**src/rtl/core/csin_pkg.sv**
```systemverilog
// Package for the CORDIC sine block: field widths, limits and constant-table functions.
package csin_pkg;

  localparam int ANGLE_W     = 18;
  localparam int SINE_W      = 18;
  localparam int IO_FRAC     = 16;
  localparam int GAIN_W      = 31;
  localparam int ANGLE_LIMIT = 102944;
  localparam int SINE_LIMIT  = 65536;

  // atan(2^-idx) with frac fraction bits, rounded half up; evaluated at elaboration
  function automatic longint atan_fixed(int idx, int frac);
    real a;
    a = $atan(2.0 ** (-idx));
    return longint'($floor(a * (2.0 ** frac) + 0.5));
  endfunction

  // reciprocal CORDIC gain 1/K over iters rotations, unsigned Q0.31, floored
  function automatic longint gain_q31(int iters);
    real p;
    p = 1.0;
    for (int i = 0; i < iters; i++) begin
      p = p * (1.0 + 2.0 ** (-2 * i));
    end
    return longint'($floor($pow(p, -0.5) * (2.0 ** GAIN_W)));
  endfunction

endpackage

```
**src/rtl/core/cordic_sine_rotation.sv**
```systemverilog
// Unrolled rotation-mode CORDIC sine: one micro-rotation per pipeline stage.
//
//   channel  | handshake       | payload
//   ---------+-----------------+--------------------------------
//   angle in | start_i, busy_o | angle_i  (Q2.16, signed, 18 b)
//   sine out | done_o          | sine_o   (Q2.16, signed, 18 b)
//
// One angle may be started every clock; busy_o stays low.
// Pipeline registers, in order: clamp/scale register, one register per
// micro-rotation, the gain multiply register and the round/saturate register.
// Reset clears the valid bits only; data in flight is dropped.
// Each result is shown for one cycle with done_o and cannot be held off.
module cordic_sine_rotation #(
  parameter int ITERATIONS = 20,
  parameter int FRAC_BITS  = 16
) (
  input  logic                                 clk_i,
  input  logic                                 rst_ni,
  input  logic                                 start_i,
  output logic                                 busy_o,
  input  logic signed [csin_pkg::ANGLE_W-1:0]  angle_i,
  output logic                                 done_o,
  output logic signed [csin_pkg::SINE_W-1:0]   sine_o
);
  import csin_pkg::*;

  // working width: |x|,|y|,|theta| stay below 2^(FRAC_BITS+2)
  localparam int W       = FRAC_BITS + 3;
  localparam int SCALE_W = ANGLE_W + FRAC_BITS;
  localparam int PW      = W + GAIN_W + 1;
  localparam int RSHIFT  = FRAC_BITS + GAIN_W - IO_FRAC;

  localparam logic signed [W-1:0]       X_ONE    = W'(64'd1 << FRAC_BITS);
  localparam logic signed [GAIN_W:0]    GAIN_S   = (GAIN_W + 1)'(gain_q31(ITERATIONS));
  localparam logic signed [PW-1:0]      RND_HALF = PW'(64'd1 << (RSHIFT - 1));
  localparam logic signed [PW-1:0]      SAT_HI   = PW'(SINE_LIMIT);
  localparam logic signed [PW-1:0]      SAT_LO   = -PW'(SINE_LIMIT);
  localparam logic signed [ANGLE_W-1:0] ANG_HI   = ANGLE_W'(ANGLE_LIMIT);
  localparam logic signed [ANGLE_W-1:0] ANG_LO   = -ANGLE_W'(ANGLE_LIMIT);

  logic                valid_q  [ITERATIONS+1];
  logic signed [W-1:0] x_q      [ITERATIONS+1];
  logic signed [W-1:0] y_q      [ITERATIONS+1];
  logic signed [W-1:0] theta_q  [ITERATIONS+1];
  logic signed [W-1:0] target_q [ITERATIONS+1];

  logic signed [ANGLE_W-1:0] angle_clamp;
  logic signed [SCALE_W-1:0] angle_scaled;
  logic signed [W-1:0]       target_d;

  logic                  prod_valid_q;
  logic signed [PW-1:0]  prod_d, prod_q;
  logic signed [PW-1:0]  rounded;
  logic signed [SINE_W-1:0] sine_d, sine_q;
  logic                  done_q;

  assign busy_o = 1'b0;

  // clamp to +-pi/2, then move to FRAC_BITS fraction bits (floor when narrowing)
  always_comb begin
    if (angle_i > ANG_HI) begin
      angle_clamp = ANG_HI;
    end else if (angle_i < ANG_LO) begin
      angle_clamp = ANG_LO;
    end else begin
      angle_clamp = angle_i;
    end
    angle_scaled = (SCALE_W'(angle_clamp) <<< FRAC_BITS) >>> IO_FRAC;
    target_d     = angle_scaled[W-1:0];
  end

  always_ff @(posedge clk_i or negedge rst_ni) begin
    if (!rst_ni) begin
      valid_q[0] <= 1'b0;
    end else begin
      valid_q[0] <= start_i && !busy_o;
    end
  end

  always_ff @(posedge clk_i) begin
    x_q[0]      <= X_ONE;
    y_q[0]      <= '0;
    theta_q[0]  <= '0;
    target_q[0] <= target_d;
  end

  for (genvar i = 0; i < ITERATIONS; i++) begin : g_rot
    localparam logic signed [W-1:0] ATAN_I = W'(atan_fixed(i, FRAC_BITS));

    logic signed [W-1:0] dx, dy;
    logic                up;

    assign dx = y_q[i] >>> i;
    assign dy = x_q[i] >>> i;
    assign up = theta_q[i] < target_q[i];

    always_ff @(posedge clk_i or negedge rst_ni) begin
      if (!rst_ni) begin
        valid_q[i+1] <= 1'b0;
      end else begin
        valid_q[i+1] <= valid_q[i];
      end
    end

    always_ff @(posedge clk_i) begin
      if (up) begin
        theta_q[i+1] <= theta_q[i] + ATAN_I;
        x_q[i+1]     <= x_q[i] - dx;
        y_q[i+1]     <= y_q[i] + dy;
      end else begin
        theta_q[i+1] <= theta_q[i] - ATAN_I;
        x_q[i+1]     <= x_q[i] + dx;
        y_q[i+1]     <= y_q[i] - dy;
      end
      target_q[i+1] <= target_q[i];
    end
  end

  // gain correction
  assign prod_d = y_q[ITERATIONS] * GAIN_S;

  always_comb begin
    rounded = (prod_q + RND_HALF) >>> RSHIFT;
    if (rounded > SAT_HI) begin
      sine_d = SINE_W'(SINE_LIMIT);
    end else if (rounded < SAT_LO) begin
      sine_d = -SINE_W'(SINE_LIMIT);
    end else begin
      sine_d = rounded[SINE_W-1:0];
    end
  end

  always_ff @(posedge clk_i or negedge rst_ni) begin
    if (!rst_ni) begin
      prod_valid_q <= 1'b0;
      done_q       <= 1'b0;
    end else begin
      prod_valid_q <= valid_q[ITERATIONS];
      done_q       <= prod_valid_q;
    end
  end

  always_ff @(posedge clk_i) begin
    prod_q <= prod_d;
    sine_q <= sine_d;
  end

  assign done_o = done_q;
  assign sine_o = sine_q;

endmodule

```
**config.mk**
```make
export PLATFORM = sky130hd
export DESIGN_NAME = cordic_sine_rotation
export DESIGN_NICKNAME = d
export VERILOG_FILES = /design/src/rtl/core/csin_pkg.sv /design/src/rtl/core/cordic_sine_rotation.sv
export SDC_FILE = /design/constraint.sdc
export NUM_CORES = 2
export LEC_CHECK = 0
export BUFFER_PORTS_ARGS = -buffer_cell sky130_fd_sc_hd__buf_2
export CORE_MARGIN = 8
export CORE_UTILIZATION = 50
export CTS_CLUSTER_SIZE = 40
export DETAILED_ROUTE_END_ITERATION = 10
export HOLD_SLACK_MARGIN = 0.05
export PLACE_DENSITY_LB_ADDON = 0.05
export SETUP_SLACK_MARGIN = 0.4
export SLEW_MARGIN = 20
export SYNTH_ARGS = -nofsm -noshare
export SYNTH_HDL_FRONTEND = slang
export SYNTH_SLANG_ARGS = --single-unit
```
**constraint.sdc**
```tcl
create_clock -name clk_i -period 9.4 [get_ports clk_i]
set_input_delay 1.88 -clock clk_i [delete_from_list [all_inputs] [get_ports clk_i]]
set_output_delay 1.88 -clock clk_i [all_outputs]
set_load 0.05 [all_outputs]
```
==> flow_summary.ini <==
[cts]
clk_latency_ps = 780
clock-root-buffer = clkbuf_16
cts-htree-levels = 4
cts_setup_buffers = 0
clockBufferDepth = 3
clkTransAtPathRegs_ps = 60
clock-sinks = 1327
cts_buffers = 150
cts_tree = yes
ctsResizeCount = 0
cts_hold_buf = 0

[global_routing]
grt_overflow = 0
grt_max_degree = 49
grt_pass1_wl_mm = 292
grt_pass1_vias = 55900
grt_usage_pct = 20.8
antenna_found_initial = 1

[yosys]
synth_seq_cells = 1327
synth_top_area_share_pct = 32.5
synth_top_cell_by_area = dfxtp_1
synth_area_leaders = dfxtp_1, ha_1, fa_1
synthArstFlopShare_pct = 1.73
synth_edf_count = 0
yosys_warnings = 0
syn_area_mm2 = 0.0802
ys_types = 90
yosysSeqAreaShare_pct = 33.3
synth_ff_type = dfxtp_1
synth_cells = 8359
synth_nets = 10000
synth.avg_cell_area_um2 = 9.59

[setup_path]
cp_cell_sequence = fa_1 > ha_1 > inv_1 > fa_1 > inv_1 > fa_1 > fa_1 > inv_1 > fa_1 > inv_1 > ha_1 > ha_1 > a21oi_1 > o21ai_0 > a221oi_4 > o21ai_2 > o311ai_2 > o22ai_2 > a2111oi_4 > o21ai_2 > and2_4 > o41ai_4 > o21bai_2 > xor2_1
crit_path_end_kind = register
cp_slowest_cell = dfxtp_1
cpLargestDelayFamily = adder cells
max_stage_delay_ps = 690
path_buf_inv = 4
arrival_ps = 8090
crit_fanout = 11
worst-setup-path-type = register to register
critPathLaunchType = register
crit_top_cell = fa_1
required_ps = 10040

[layout]
fill_cells = 14400
regArea_mm2 = 0.0267
synthToLayoutAreaGrowth_pct = 10.0
layout.nets = 10200
drive_above_1_share_pct = 4.54
multi_input_comb_area_mm2 = 0.0495

[run]
cap_violations = 0

[sta]
finalSetupTns_ps = 0
clock_skew_ps = 42.0
clock.fmax_ghz = 0.134
drv_slew = 0
fin_crit_ps = 7450
timing_hold_violations_final = 0
min_period_over_period_pct = 79.2
relSlewSlack_pct = 36.5
setup_viol = 0
tightest_slew_ps = 946
rsz0062_at_grt = false

[drt]
via_per_inst = 5.14
drtIter0Drc = 2145
post-route-drc-count = 0
drt_pre_antenna_iters = 6
vias = 55200
ant_nets = 0
wl_per_cell_um = 17.1
routed_wl_mm = 183

[die]
fp.dieH_um = 417
coreArea_mm2 = 0.160
top_level_ports = 41
die_area_mm2 = 0.173
start_util_pct = 50.1
die_w_um = 417
rows = 147

[status]
status = finished, final reports clean

[worst_hold_path]
hold_path_class = register to register

[place]
dp_hpwl_mm = 153
portBuffers = 39
gp_congestion = 0.914
## synth_stat cells (9+ instances only)
cell type,instances
a21boi_0,39
a211oi_1,78
o21bai_1,123
o31a_1,9
nor2_1,547
and3_1,31
o2111ai_1,11
nor4_1,33
a2111oi_0,9
xnor2_1,610
nor3_1,173
inv_1,1020
or4_1,10
a21oi_1,569
mux2i_1,40
o41ai_1,32
o211ai_1,21
and2_1,29
nor3b_1,11
xor2_1,265
dfrtp_1,23
buf_2,10
nand2_1,354
nand3b_1,11
fa_1,268
or2_2,20
a31oi_1,44
nand3_1,98
ha_1,1358
o21ai_0,385
o21ai_1,19
a211o_1,11
nor2b_1,113
nand2b_1,60
or3_1,33
o31ai_1,49
nand4_1,38
a21o_1,225
clkbuf_1,39
dfxtp_1,1304
o21a_1,124
mux2_2,21
## worst reg2reg max path, cell delays in order (launching register included)
cell       delay [ps]
dfxtp_1           690
fa_1              600
ha_1              330
inv_1             130
fa_1              560
inv_1              50
fa_1              530
fa_1              550
inv_1              50
fa_1              520
inv_1              50
ha_1              300
ha_1              310
a21oi_1           130
o21ai_0           150
a221oi_4          360
o21ai_2           130
o311ai_2          280
o22ai_2           190
a2111oi_4         580
o21ai_2           150
and2_4            200
o41ai_4           260
o21bai_2           90
xor2_1            140
## sequential cells by signal, summed over array words and instances, names as in the netlist
register	flops
target_q	360
theta_q	322
y_q	311
x_q	272
prod_q	21
valid_q	21
sine_o	18
done_o	1
prod_valid_q	1
## kinds of logic (layout without fill, tap and decap cells)
family / Yosys count / in the layout / share of synthesized area, %
buffers and inverters: 1083 / 1360 / 5.09
other: 1 / 3 / 0.00468
flip-flops: 1327 / 1327 / 33.3
adder cells (fa/ha/maj): 1626 / 1626 / 27.9
AND/OR/NAND/NOR: 1582 / 1582 / 9.22
XOR/XNOR: 875 / 875 / 9.56
AO/OA/AOI/OAI: 1804 / 1804 / 14.2
multiplexers: 61 / 61 / 0.794
## routing by layer
layer | track usage, % | vias up | wire length (um)
li1 | - | 28900 | -
met1 | 24.8 | 25300 | 79900
met4 | 8.58 | 0 | 8320
met3 | 3.79 | 325 | 6710
met2 | 36.9 | 666 | 88300
met5 | 0 | - | 0
## final timing paths
check | endpoint | from | slack [ps] | depth (start not counted)
max reg2reg | prod_q[49]$_DFF_P_ | y_q[5][16]$_DFF_P_ | 1950 | 24
min reg2reg | target_q[1][19]$_DFF_P_ | target_q[1][0]$_DFF_P_ | 330 | 0
min in group asynchronous | valid_q[13]$_DFF_PN0_ | rst_ni | 1060 | 1
max | prod_q[49]$_DFF_P_ | y_q[5][16]$_DFF_P_ | 1950 | 24
min | target_q[1][19]$_DFF_P_ | target_q[1][0]$_DFF_P_ | 330 | 0
max in group asynchronous | valid_q[18]$_DFF_PN0_ | rst_ni | 8020 | 1
## final cells by class
| class | instances | share of cell area, % |
|---|---|---|
| tap | 2086 | 2.96 |
| antenna | 2 | 0.00567 |
| timing repair buffer | 58 | 0.383 |
| multi-input combinational | 5949 | 56.1 |
| clock inverter | 76 | 1.16 |
| clock buffer | 200 | 4.80 |
| sequential | 1327 | 30.2 |
| inverter | 1026 | 4.36 |
## metrics by stage
| step | utilization, % | std cells | hold WS, ps | setup slack [ps] | instance area [um^2] |
|---|---|---|---|---|---|
| after floorplan | - | 8359 | 310 | 2780 | 80200 |
| after global placement | 51.9 | 10400 | 313 | 1980 | 83000 |
| after detailed placement | 51.9 | 10400 | 312 | 1960 | 83000 |
| after CTS | 55.2 | 10700 | 325 | 1920 | 88300 |
| after global routing | 55.2 | 10700 | 331 | 1500 | 88300 |
| final | 55.2 | 10700 | 326 | 1950 | 88300 |
## layout by cell type, fill, tap and decap left out, types with 225 or more instances in the layout
cell,n
a21o_1,225
a21oi_1,568
dfxtp_1,1304
fa_1,268
ha_1,1358
inv_1,1020
nand2_1,354
nor2_1,546
o21ai_0,383
xnor2_1,610
xor2_1,265
Power is not shown: default switching activity piles up to over one toggle a cycle in this logic, so the estimate is an artifact.
